### src/tsgr_pkg.sv
// Shared widths, field offsets and constants for the tempo-synced gain ramp.
`timescale 1ns / 1ps
`default_nettype none

package tsgr_pkg;

  // Item kinds carried in tuser.
  localparam logic CMD_SAMPLE = 1'b0;
  localparam logic CMD_PACKET = 1'b1;

  // Field widths.
  localparam int unsigned SAMPLE_W = 24;
  localparam int unsigned ID_W     = 32;
  localparam int unsigned MODE_W   = 2;
  localparam int unsigned GAIN_W   = 16;
  localparam int unsigned BEATS_W  = 16;
  localparam int unsigned TEMPO_W  = 14;
  localparam int unsigned SR_W     = 18;

  // Input word layout, lowest bit first.
  localparam int unsigned IN_LEFT_LSB  = 0;
  localparam int unsigned IN_RIGHT_LSB = IN_LEFT_LSB + SAMPLE_W;
  localparam int unsigned IN_ID_LSB    = IN_RIGHT_LSB + SAMPLE_W;
  localparam int unsigned IN_MODE_LSB  = IN_ID_LSB + ID_W;
  localparam int unsigned IN_MUTE_LSB  = IN_MODE_LSB + MODE_W;
  localparam int unsigned IN_GAIN_LSB  = IN_MUTE_LSB + 1;
  localparam int unsigned IN_BEATS_LSB = IN_GAIN_LSB + GAIN_W;
  localparam int unsigned IN_TEMPO_LSB = IN_BEATS_LSB + BEATS_W;
  localparam int unsigned IN_USED_W    = IN_TEMPO_LSB + TEMPO_W;
  localparam int unsigned IN_DATA_W    = ((IN_USED_W + 7) / 8) * 8;

  // Output word layout, lowest bit first.
  localparam int unsigned OUT_USED_W = 2 * SAMPLE_W + GAIN_W + 1 + MODE_W;
  localparam int unsigned OUT_DATA_W = ((OUT_USED_W + 7) / 8) * 8;
  localparam int unsigned OUT_PAD_W  = OUT_DATA_W - OUT_USED_W;

  // Gain arithmetic: Q1.15 gain with 24 extra fraction bits.
  localparam int unsigned EXTRA_FRAC = 24;
  localparam int unsigned ACC_W      = GAIN_W + EXTRA_FRAC;
  localparam int unsigned STEP_W     = ACC_W + 1;
  localparam logic [GAIN_W-1:0] GAIN_UNITY = 16'd32768;
  localparam logic [ACC_W-1:0]  ACC_UNITY  = {GAIN_UNITY, {EXTRA_FRAC{1'b0}}};

  // Tempo handling, Q10.4.
  localparam logic [TEMPO_W-1:0] TEMPO_MIN     = 14'd16;
  localparam logic [TEMPO_W-1:0] TEMPO_DEFAULT = 14'd1920;
  localparam int unsigned DIVSR_W = TEMPO_W + 2;

  localparam logic [SR_W-1:0] SR_RESET = 18'd48000;

  // Shared multiplier operand widths (signed).
  localparam int unsigned MUL_A_W = SAMPLE_W + 1;
  localparam int unsigned MUL_B_W = SR_W + 1;
  localparam int unsigned PROD_W  = MUL_A_W + MUL_B_W;

endpackage

`default_nettype wire

### src/tsgr_div.sv
// Restoring divider that produces one quotient bit per clock.
`timescale 1ns / 1ps
`default_nettype none

module tsgr_div #(
  parameter int unsigned DVD_W = 40,
  parameter int unsigned DVS_W = 32
) (
  input  wire logic             clk_i,
  input  wire logic             rst_ni,
  input  wire logic             start_i,
  input  wire logic [DVD_W-1:0] dividend_i,
  input  wire logic [DVS_W-1:0] divisor_i,
  output logic                  done_o,
  output logic      [DVD_W-1:0] quotient_o
);

  localparam int unsigned CNT_W = $clog2(DVD_W);
  localparam logic [CNT_W-1:0] CNT_LAST = CNT_W'(DVD_W - 1);

  logic             busy_q;
  logic             done_q;
  logic [CNT_W-1:0] cnt_q;
  logic [DVD_W-1:0] dvd_q;
  logic [DVS_W-1:0] dvs_q;
  logic [DVS_W-1:0] rem_q;
  logic [DVS_W:0]   trial;
  logic [DVS_W:0]   trial_sub;
  logic             fits;

  always_comb begin
    trial     = {rem_q, dvd_q[DVD_W-1]};
    fits      = trial >= {1'b0, dvs_q};
    trial_sub = trial - {1'b0, dvs_q};
  end

  always_ff @(posedge clk_i or negedge rst_ni) begin
    if (!rst_ni) begin
      busy_q <= 1'b0;
      done_q <= 1'b0;
      cnt_q  <= '0;
    end else begin
      done_q <= 1'b0;
      if (start_i) begin
        dvd_q  <= dividend_i;
        dvs_q  <= divisor_i;
        rem_q  <= '0;
        cnt_q  <= '0;
        busy_q <= 1'b1;
      end else if (busy_q) begin
        // The dividend register shifts out at the top and takes quotient bits in.
        rem_q <= fits ? trial_sub[DVS_W-1:0] : trial[DVS_W-1:0];
        dvd_q <= {dvd_q[DVD_W-2:0], fits};
        if (cnt_q == CNT_LAST) begin
          busy_q <= 1'b0;
          done_q <= 1'b1;
        end else begin
          cnt_q <= cnt_q + 1'b1;
        end
      end
    end
  end

  assign done_o     = done_q;
  assign quotient_o = dvd_q;

endmodule

`default_nettype wire

### src/tempo_synced_gain_ramp_core.sv
// Top level of the tempo-synced stereo gain ramp: sequencer, gain state and output register.
`timescale 1ns / 1ps
`default_nettype none

// Stereo fader driven by one stream of words: tuser low marks a stereo sample pair,
// tuser high a control packet. Every sample pair gives exactly one output word and a
// packet gives none. A packet whose id is not below the last accepted one sets the
// mode, the mute flag and the target gain, and starts a linear ramp lasting
// beats * 60 / tempo * sample rate samples; a tempo of 1 BPM or less is taken as 120.
// All work goes through one small sequencer that drives a shared multiplier and a
// shared bit-serial divider, and the input is not ready while an item is in flight.
// A sample pair occupies the block through the gain update, left product, right
// product, output load and return to idle, and waits in the output load while the
// output register has not drained. An accepted packet makes two passes of the
// 40-bit divider at one quotient bit per cycle: one for the ramp length and one
// for the step. When the ramp length comes out as zero the second pass is skipped.
// A packet with a stale id is dropped in the cycle it is accepted, and the input
// is ready again in the next cycle.
// The sample rate register may only be written while the block is idle.

module tempo_synced_gain_ramp_core #(
  parameter int unsigned RAMP_COUNT_BITS = 32
) (
  input  wire logic                             clk_i,
  input  wire logic                             rst_ni,
  // Sample rate register, 18 bits.
  input  wire logic                             cfg_we_i,
  input  wire logic [tsgr_pkg::SR_W-1:0]        cfg_wdata_i,
  // Input words.
  input  wire logic                             s_axis_tvalid_i,
  output logic                                  s_axis_tready_o,
  // sample_left[23:0], sample_right[47:24], packet_id[79:48], packet_mode[81:80],
  // packet_mute[82], packet_gain[98:83], packet_beats[114:99], tempo_bpm[128:115]
  input  wire logic [tsgr_pkg::IN_DATA_W-1:0]   s_axis_tdata_i,
  // command
  input  wire logic                             s_axis_tuser_i,
  // Output words.
  output logic                                  m_axis_tvalid_o,
  input  wire logic                             m_axis_tready_i,
  // out_left[23:0], out_right[47:24], gain_now[63:48], muted_now[64], mode_now[66:65]
  output logic [tsgr_pkg::OUT_DATA_W-1:0]       m_axis_tdata_o
);

  import tsgr_pkg::*;

  localparam int unsigned RCB = RAMP_COUNT_BITS;

  typedef enum logic [3:0] {
    ST_IDLE,
    ST_PKT_NUM,
    ST_PKT_LEN_GO,
    ST_PKT_LEN_WAIT,
    ST_PKT_STEP_WAIT,
    ST_SMP_GAIN,
    ST_SMP_MUL_L,
    ST_SMP_MUL_R,
    ST_SMP_EMIT
  } state_e;

  state_e                    state_q;
  logic [SR_W-1:0]           sr_q;
  logic [ACC_W-1:0]          acc_q;
  logic [GAIN_W-1:0]         target_q;
  logic signed [STEP_W-1:0]  step_q;
  logic [RCB-1:0]            left_q;
  logic [ID_W-1:0]           last_id_q;
  logic                      mute_q;
  logic [MODE_W-1:0]         mode_q;
  logic [SAMPLE_W-1:0]       smp_l_q;
  logic [SAMPLE_W-1:0]       smp_r_q;
  logic [BEATS_W-1:0]        beats_q;
  logic [DIVSR_W-1:0]        divsr_q;
  logic signed [PROD_W-1:0]  prod_q;
  logic [SAMPLE_W-1:0]       res_l_q;
  logic                      neg_q;
  logic                      out_valid_q;
  logic [OUT_DATA_W-1:0]     out_data_q;

  // Unpacked input fields.
  logic [SAMPLE_W-1:0] in_left;
  logic [SAMPLE_W-1:0] in_right;
  logic [ID_W-1:0]     in_id;
  logic [MODE_W-1:0]   in_mode;
  logic                in_mute;
  logic [GAIN_W-1:0]   in_gain;
  logic [BEATS_W-1:0]  in_beats;
  logic [TEMPO_W-1:0]  in_tempo;
  logic [TEMPO_W-1:0]  tempo_eff;
  logic                in_acc;

  always_comb begin
    in_left   = s_axis_tdata_i[IN_LEFT_LSB  +: SAMPLE_W];
    in_right  = s_axis_tdata_i[IN_RIGHT_LSB +: SAMPLE_W];
    in_id     = s_axis_tdata_i[IN_ID_LSB    +: ID_W];
    in_mode   = s_axis_tdata_i[IN_MODE_LSB  +: MODE_W];
    in_mute   = s_axis_tdata_i[IN_MUTE_LSB];
    in_gain   = s_axis_tdata_i[IN_GAIN_LSB  +: GAIN_W];
    in_beats  = s_axis_tdata_i[IN_BEATS_LSB +: BEATS_W];
    in_tempo  = s_axis_tdata_i[IN_TEMPO_LSB +: TEMPO_W];
    // Very slow or missing tempo falls back to 120 BPM.
    tempo_eff = (in_tempo <= TEMPO_MIN) ? TEMPO_DEFAULT : in_tempo;
  end

  assign s_axis_tready_o = (state_q == ST_IDLE);
  assign in_acc          = s_axis_tvalid_i && s_axis_tready_o;

  // Shared multiplier. It forms beats * sample rate for a packet, and each channel
  // times the current gain for a sample pair.
  logic [GAIN_W-1:0]         gain_now;
  logic signed [MUL_A_W-1:0] mul_a;
  logic signed [MUL_B_W-1:0] mul_b;
  logic signed [PROD_W-1:0]  mul_p;

  assign gain_now = acc_q[ACC_W-1 -: GAIN_W];

  always_comb begin
    unique case (state_q)
      ST_PKT_NUM: begin
        mul_a = $signed({{(MUL_A_W - BEATS_W){1'b0}}, beats_q});
        mul_b = $signed({1'b0, sr_q});
      end
      ST_SMP_MUL_R: begin
        mul_a = $signed({smp_r_q[SAMPLE_W-1], smp_r_q});
        mul_b = $signed({{(MUL_B_W - GAIN_W){1'b0}}, gain_now});
      end
      default: begin
        mul_a = $signed({smp_l_q[SAMPLE_W-1], smp_l_q});
        mul_b = $signed({{(MUL_B_W - GAIN_W){1'b0}}, gain_now});
      end
    endcase
    mul_p = mul_a * mul_b;
  end

  // Ramp length numerator is the product times 15; it stays below 2^38.
  logic [PROD_W+3:0] num_w;
  logic [ACC_W-1:0]  num;

  always_comb begin
    num_w = {prod_q, 4'b0000} - {4'b0000, prod_q};
    num   = num_w[ACC_W-1:0];
  end

  // Shared divider.
  logic             div_start;
  logic [ACC_W-1:0] div_dividend;
  logic [RCB-1:0]   div_divisor;
  logic             div_done;
  logic [ACC_W-1:0] div_quo;

  // Length saturation and the signed gain distance to the target.
  logic [RCB-1:0]           len_sat;
  logic                     len_zero;
  logic [ACC_W-1:0]         target_acc;
  logic [STEP_W-1:0]        diff;
  logic [ACC_W-1:0]         diff_mag;
  logic [STEP_W-1:0]        quo_ext;
  logic signed [STEP_W-1:0] step_new;
  logic signed [STEP_W-1:0] acc_sum;

  always_comb begin
    len_sat    = (|(div_quo >> RCB)) ? {RCB{1'b1}} : div_quo[RCB-1:0];
    len_zero   = (len_sat == '0);
    target_acc = {target_q, {EXTRA_FRAC{1'b0}}};
    diff       = {1'b0, target_acc} - {1'b0, acc_q};
    diff_mag   = diff[STEP_W-1] ? ACC_W'(~diff + 1'b1) : diff[ACC_W-1:0];
    quo_ext    = {1'b0, div_quo};
    step_new   = neg_q ? $signed(~quo_ext + 1'b1) : $signed(quo_ext);
    acc_sum    = $signed({1'b0, acc_q}) + step_q;
  end

  always_comb begin
    div_start    = (state_q == ST_PKT_LEN_GO) ||
                   ((state_q == ST_PKT_LEN_WAIT) && div_done && !len_zero);
    div_dividend = (state_q == ST_PKT_LEN_GO) ? num : diff_mag;
    div_divisor  = (state_q == ST_PKT_LEN_GO) ? RCB'(divsr_q) : len_sat;
  end

  tsgr_div #(
    .DVD_W (ACC_W),
    .DVS_W (RCB)
  ) u_div (
    .clk_i      (clk_i),
    .rst_ni     (rst_ni),
    .start_i    (div_start),
    .dividend_i (div_dividend),
    .divisor_i  (div_divisor),
    .done_o     (div_done),
    .quotient_o (div_quo)
  );

  // Output register: it frees as soon as the downstream side takes the word.
  logic                out_free;
  logic [SAMPLE_W-1:0] res_r;
  logic [SAMPLE_W-1:0] res_l_out;
  logic [SAMPLE_W-1:0] res_r_out;

  always_comb begin
    out_free  = !out_valid_q || m_axis_tready_i;
    // Arithmetic shift by 15 floors the product, which matches the rounding of the gain.
    res_r     = prod_q[GAIN_W-1 +: SAMPLE_W];
    res_l_out = mute_q ? '0 : res_l_q;
    res_r_out = mute_q ? '0 : res_r;
  end

  always_ff @(posedge clk_i or negedge rst_ni) begin
    if (!rst_ni) begin
      state_q     <= ST_IDLE;
      sr_q        <= SR_RESET;
      acc_q       <= ACC_UNITY;
      target_q    <= GAIN_UNITY;
      step_q      <= '0;
      left_q      <= '0;
      last_id_q   <= '0;
      mute_q      <= 1'b0;
      mode_q      <= '0;
      out_valid_q <= 1'b0;
    end else begin
      if (cfg_we_i) begin
        sr_q <= cfg_wdata_i;
      end

      if ((state_q == ST_SMP_EMIT) && out_free) begin
        out_valid_q <= 1'b1;
        out_data_q  <= {{OUT_PAD_W{1'b0}}, mode_q, mute_q, gain_now, res_r_out, res_l_out};
      end else if (m_axis_tready_i) begin
        out_valid_q <= 1'b0;
      end

      unique case (state_q)
        ST_IDLE: begin
          if (in_acc) begin
            smp_l_q <= in_left;
            smp_r_q <= in_right;
            beats_q <= in_beats;
            divsr_q <= {tempo_eff, 2'b00};
            if (s_axis_tuser_i == CMD_SAMPLE) begin
              state_q <= ST_SMP_GAIN;
            end else if (in_id >= last_id_q) begin
              // An equal id is still taken; only older ids are dropped.
              last_id_q <= in_id;
              mode_q    <= in_mode;
              mute_q    <= in_mute;
              target_q  <= (in_gain > GAIN_UNITY) ? GAIN_UNITY : in_gain;
              state_q   <= ST_PKT_NUM;
            end
          end
        end
        ST_PKT_NUM: begin
          prod_q  <= mul_p;
          state_q <= ST_PKT_LEN_GO;
        end
        ST_PKT_LEN_GO: begin
          state_q <= ST_PKT_LEN_WAIT;
        end
        ST_PKT_LEN_WAIT: begin
          if (div_done) begin
            if (len_zero) begin
              // A zero-length ramp jumps straight to the target.
              acc_q   <= target_acc;
              step_q  <= '0;
              left_q  <= '0;
              state_q <= ST_IDLE;
            end else begin
              left_q  <= len_sat;
              neg_q   <= diff[STEP_W-1];
              state_q <= ST_PKT_STEP_WAIT;
            end
          end
        end
        ST_PKT_STEP_WAIT: begin
          if (div_done) begin
            step_q  <= step_new;
            state_q <= ST_IDLE;
          end
        end
        ST_SMP_GAIN: begin
          if (left_q != '0) begin
            left_q <= left_q - 1'b1;
            // The last step of a ramp snaps to the target to clear truncation error.
            acc_q  <= (left_q == RCB'(1)) ? target_acc : acc_sum[ACC_W-1:0];
          end else begin
            acc_q <= target_acc;
          end
          state_q <= ST_SMP_MUL_L;
        end
        ST_SMP_MUL_L: begin
          prod_q  <= mul_p;
          state_q <= ST_SMP_MUL_R;
        end
        ST_SMP_MUL_R: begin
          res_l_q <= prod_q[GAIN_W-1 +: SAMPLE_W];
          prod_q  <= mul_p;
          state_q <= ST_SMP_EMIT;
        end
        ST_SMP_EMIT: begin
          if (out_free) begin
            state_q <= ST_IDLE;
          end
        end
        default: begin
          state_q <= ST_IDLE;
        end
      endcase
    end
  end

  assign m_axis_tvalid_o = out_valid_q;
  assign m_axis_tdata_o  = out_data_q;

`ifndef SYNTHESIS
  // The ramp never overshoots, so the gain stays at or below unity.
  a_gain_bounded: assert property (@(posedge clk_i) disable iff (!rst_ni)
    acc_q <= ACC_UNITY)
    else $error("gain accumulator above unity");

  // With no ramp running, the gain sits exactly on its target.
  a_idle_on_target: assert property (@(posedge clk_i) disable iff (!rst_ni)
    (state_q == ST_IDLE && left_q == '0) |-> acc_q == target_acc)
    else $error("gain off target with no ramp in progress");

  // The divider only finishes while the sequencer is waiting for it.
  a_div_done_expected: assert property (@(posedge clk_i) disable iff (!rst_ni)
    div_done |-> (state_q == ST_PKT_LEN_WAIT || state_q == ST_PKT_STEP_WAIT))
    else $error("divider finished outside a wait state");

  // A sample pair cannot leave while an unread word is stalled in the output register.
  a_no_overwrite: assert property (@(posedge clk_i) disable iff (!rst_ni)
    (out_valid_q && !m_axis_tready_i && state_q == ST_SMP_EMIT) |=> state_q == ST_SMP_EMIT)
    else $error("output word overwritten while stalled");
`endif

endmodule

`default_nettype wire

### config.mk
export PLATFORM = sky130hd
export DESIGN_NAME = tempo_synced_gain_ramp_core
export DESIGN_NICKNAME = d
export VERILOG_FILES = /design/src/tsgr_pkg.sv /design/src/tsgr_div.sv /design/src/tempo_synced_gain_ramp_core.sv
export SDC_FILE = /design/constraint.sdc
export NUM_CORES = 2
export LEC_CHECK = 0
export BUFFER_PORTS_ARGS = -buffer_cell sky130_fd_sc_hd__buf_2
export CAP_MARGIN = 20
export CORE_UTILIZATION = 37
export DETAILED_ROUTE_END_ITERATION = 10
export GPL_TIMING_DRIVEN = 0
export SLEW_MARGIN = 30
export SYNTH_ARGS = -nofsm -noshare
export SYNTH_HDL_FRONTEND = slang
export SYNTH_SLANG_ARGS = --single-unit
### constraint.sdc
create_clock -name clk_i -period 10.2 [get_ports clk_i]
set_clock_uncertainty 0.2 [all_clocks]
set_input_delay 2.04 -clock clk_i [delete_from_list [all_inputs] [get_ports clk_i]]
set_output_delay 2.04 -clock clk_i [all_outputs]
set_load 0.03 [all_outputs]
==> results.toml <==
[placement]
place_area_um2 = 50200
portBuffers = 220
gp_congestion = 0.985
hpwl_um = 127000

[routing]
wire_per_inst_um = 22.3
vias = 39000
viasPerCell = 5.47
drcViolationCount = 0
routed_wl_um = 159000
ant_nets = 0
drtIter0Drc = 3465
first_pass_iters = 6

[logic_synthesis]
ys_warn_count = 0
ys_seq_area_share_pct = 30.8
synth_area_um2 = 46500
synth_cell_types = 89
netlist_instances = 5115
async_flop_share_pct = 38.2
synthFlopType = "edfxtp_1"
synth_edf_count = 314
syn-mean-instance-area_um2 = 9.09
ys_ff_latch = 508

[sta]
finalHoldViolations = 0
fin_crit_sh_pct = 97.1
slew-limit-headroom_pct = 25.6
rsz0062_at_grt = "no"
setup_viol = 0
tightestPinTransition_ns = 1.12
max_freq_ghz = 0.101
maxSlewViolCount = 0
fin_crit_ns = 9.90

[global_routing]
grt_pass1_vias = 38500
gr-total-overflow = 0
track_usage_pct = 24.8
grt_max_degree = 83
antenna_found_initial = 9
grt_pass1_wl_um = 237000

[die]
start_util_pct = 37.5
placementRows = 129
dieWidth_um = 356
die_h_um = 356
ios = 234
dieArea_um2 = 127000
design.core.area_um2 = 124000

[clock_network]
cts_hold_buf = 0
cts_tree = "done"
clk-insertion-delay-late_ns = 0.69
cts_setup_buffers = 0
cts-root-buf = "clkbuf_16"
cts_made_buffers = 58
post_cts_resized = 1
h-tree-depth = 2
clk_pin_slew_ns = 0.07
cts.sink_count = 508
clockBufferDepth = 3

[job]
drv_cap = 0

[hold_path]
hold_path_class = "reg2reg"

[worst_setup_path]
critPathKind = "reg2reg"
cp_slowest_cell = "mux2i_2"
worstSetupStartpointType = "register"
required_ns = 10.45
crit_fanout = 10
cp-end-kind = "register"
max_stage_delay_ns = 0.73
cp_common_cell = "fa_1"
r2r_setup_slack_ns = 0.30
crit_arrival_ns = 10.15

[cells_and_area]
final_area_um2 = 52300
fin_nets = 6271
drive_gt1_share_pct = 8.69
syn2layout_area_growth_pct = 12.5

[run_status]
status = "finished, final reports clean"
[cells in the final DEF (no fill, tap or decap), types with 15 or more instances in the layout]
cell type / count
clkbuf_16: 59
nor2b_1: 51
xnor2_1: 141
nand2_1: 493
o21a_1: 27
fa_1: 411
clkbuf_1: 222
dfrtp_1: 185
o21ai_0: 243
inv_1: 690
a22oi_1: 52
nand4_1: 70
o31ai_1: 36
a31oi_1: 27
nor4_1: 25
conb_1: 18
or4_1: 17
xor2_1: 109
nor2_1: 538
a21o_1: 99
a22o_1: 17
ha_1: 264
mux2i_1: 20
nand2b_1: 51
o211ai_1: 75
a211oi_1: 30
and3_1: 58
o22ai_1: 41
or3_1: 19
a21oi_1: 290
buf_2: 235
nand3_1: 88
and2_1: 40
mux2_2: 20
or2_2: 20
edfxtp_1: 314
nor3_1: 78
o21bai_1: 15
[area by class of cell]
type                       count  area [um2]
sequential                   508       14300
buffer                       252        1000
timing repair buffer         245        1500
multi-input combinational   3680       28800
clock inverter                46         549
inverter                     691        2590
tap                         1637        2050
antenna                        8        20.0
fill                       12300       71800
clock buffer                  64        1510
[through the flow]
step | setup TNS [ns] | hold slack [ns] | setup slack, ns | util [%] | cells
after global placement | -252.67 | 0.238 | -1.86 | 40.0 | 6989
final | 0 | 0.246 | 0.298 | 42.1 | 7131
after global routing | 0 | 0.258 | 0.0138 | 42.1 | 7123
after floorplan | 0 | 0.226 | 1.97 | - | 5132
after CTS | 0 | 0.251 | 0.0239 | 42.1 | 7122
after detailed placement | -0.195 | 0.235 | -0.195 | 40.4 | 7012
[final timing paths]
check                      startpoint           end  depth (start not counted)
min reg2reg                prod_q[38]   res_l_q[23]                          0
min in group asynchronous      rst_ni     acc_q[11]                          1
max in group asynchronous      rst_ni  target_q[15]                          3
min                        prod_q[38]   res_l_q[23]                          0
max reg2reg                state_q[1]    prod_q[39]                         30
max                        state_q[1]    prod_q[39]                         30
[state kept, by name, indices dropped and copies added, names as in the netlist, 32 cells and up]
signal	flops
acc_q	40
last_id_q	32
left_q	32
m_axis_tdata_o	67
prod_q	40
step_q	40
u_div.dvs_q	32
u_div.quotient_o	40
u_div.rem_q	32
[per-layer routing]
| layer | up-vias | track usage (%) | share of wire [%] | routed length (um) |
|---|---|---|---|---|
| met5 | - | 0 | 0.016 | 26 |
| met4 | 4 | 10.1 | 4.3 | 6870 |
| met3 | 305 | 4.96 | 8.7 | 13800 |
| met2 | 1557 | 40.5 | 46 | 73700 |
| met1 | 19200 | 32.2 | 41 | 64400 |
| li1 | 18000 | - | - | - |
[cells by family after synthesis]
kind of cell    after synthesis  share of synthesized area [%]
simple gates               1608                           16.0
xor+xnor                    250                           4.71
mux                          50                           1.13
compound gates             1079                           14.8
other cells                   1                        0.00807
flops                       508                           30.8
fa+ha+maj                   675                           24.8
buf+inv                     944                           7.74
[worst max-delay path: cells and delay by family (launching register included)]
kind | cells | cell delay, ns
AOI/OAI and AO/OA | 9 | 2.10
buffers and inverters | 8 | 1.84
adders and majority gates | 7 | 3.31
xor gates and xnor gates | 1 | 0.33
muxes | 1 | 0.73
DFF | 1 | 0.42
and+or+nand+nor | 4 | 0.72
[cells in the mapped netlist (14+ instances only)]
library cell  instances  area, um2
a21o_1               99        743
a22oi_1              52        390
or2_2                20        125
fa_1                411       8230
clkbuf_1            221        830
edfxtp_1            314       9430
a211oi_1             30        225
a21oi_1             291       1460
o31ai_1              36        270
nor2b_1              51        319
nand2_1             493       1850
a31oi_1              27        169
o22ai_1              41        257
and3_1               59        369
inv_1               690       2590
o211ai_1             75        563
xnor2_1             141       1230
and2_1               42        263
dfrtp_1             185       4630
nand2b_1             51        319
o21a_1               27        203
nor2_1              540       2030
nor3b_1              14        105
nand4_1              70        438
a22o_1               17        149
nor3_1               79        395
or3_1                19        119
xor2_1              109        955
o21ai_0             248       1240
mux2_2               20        225
nor4_1               26        163
mux2i_1              30        300
or4_1                17        128
nand3_1              88        440
o21bai_1             15        113
ha_1                264       3300
Power is left out: the tool's default activity adds up to more than one toggle a clock period on the data nets, which glitch-free logic cannot reach.
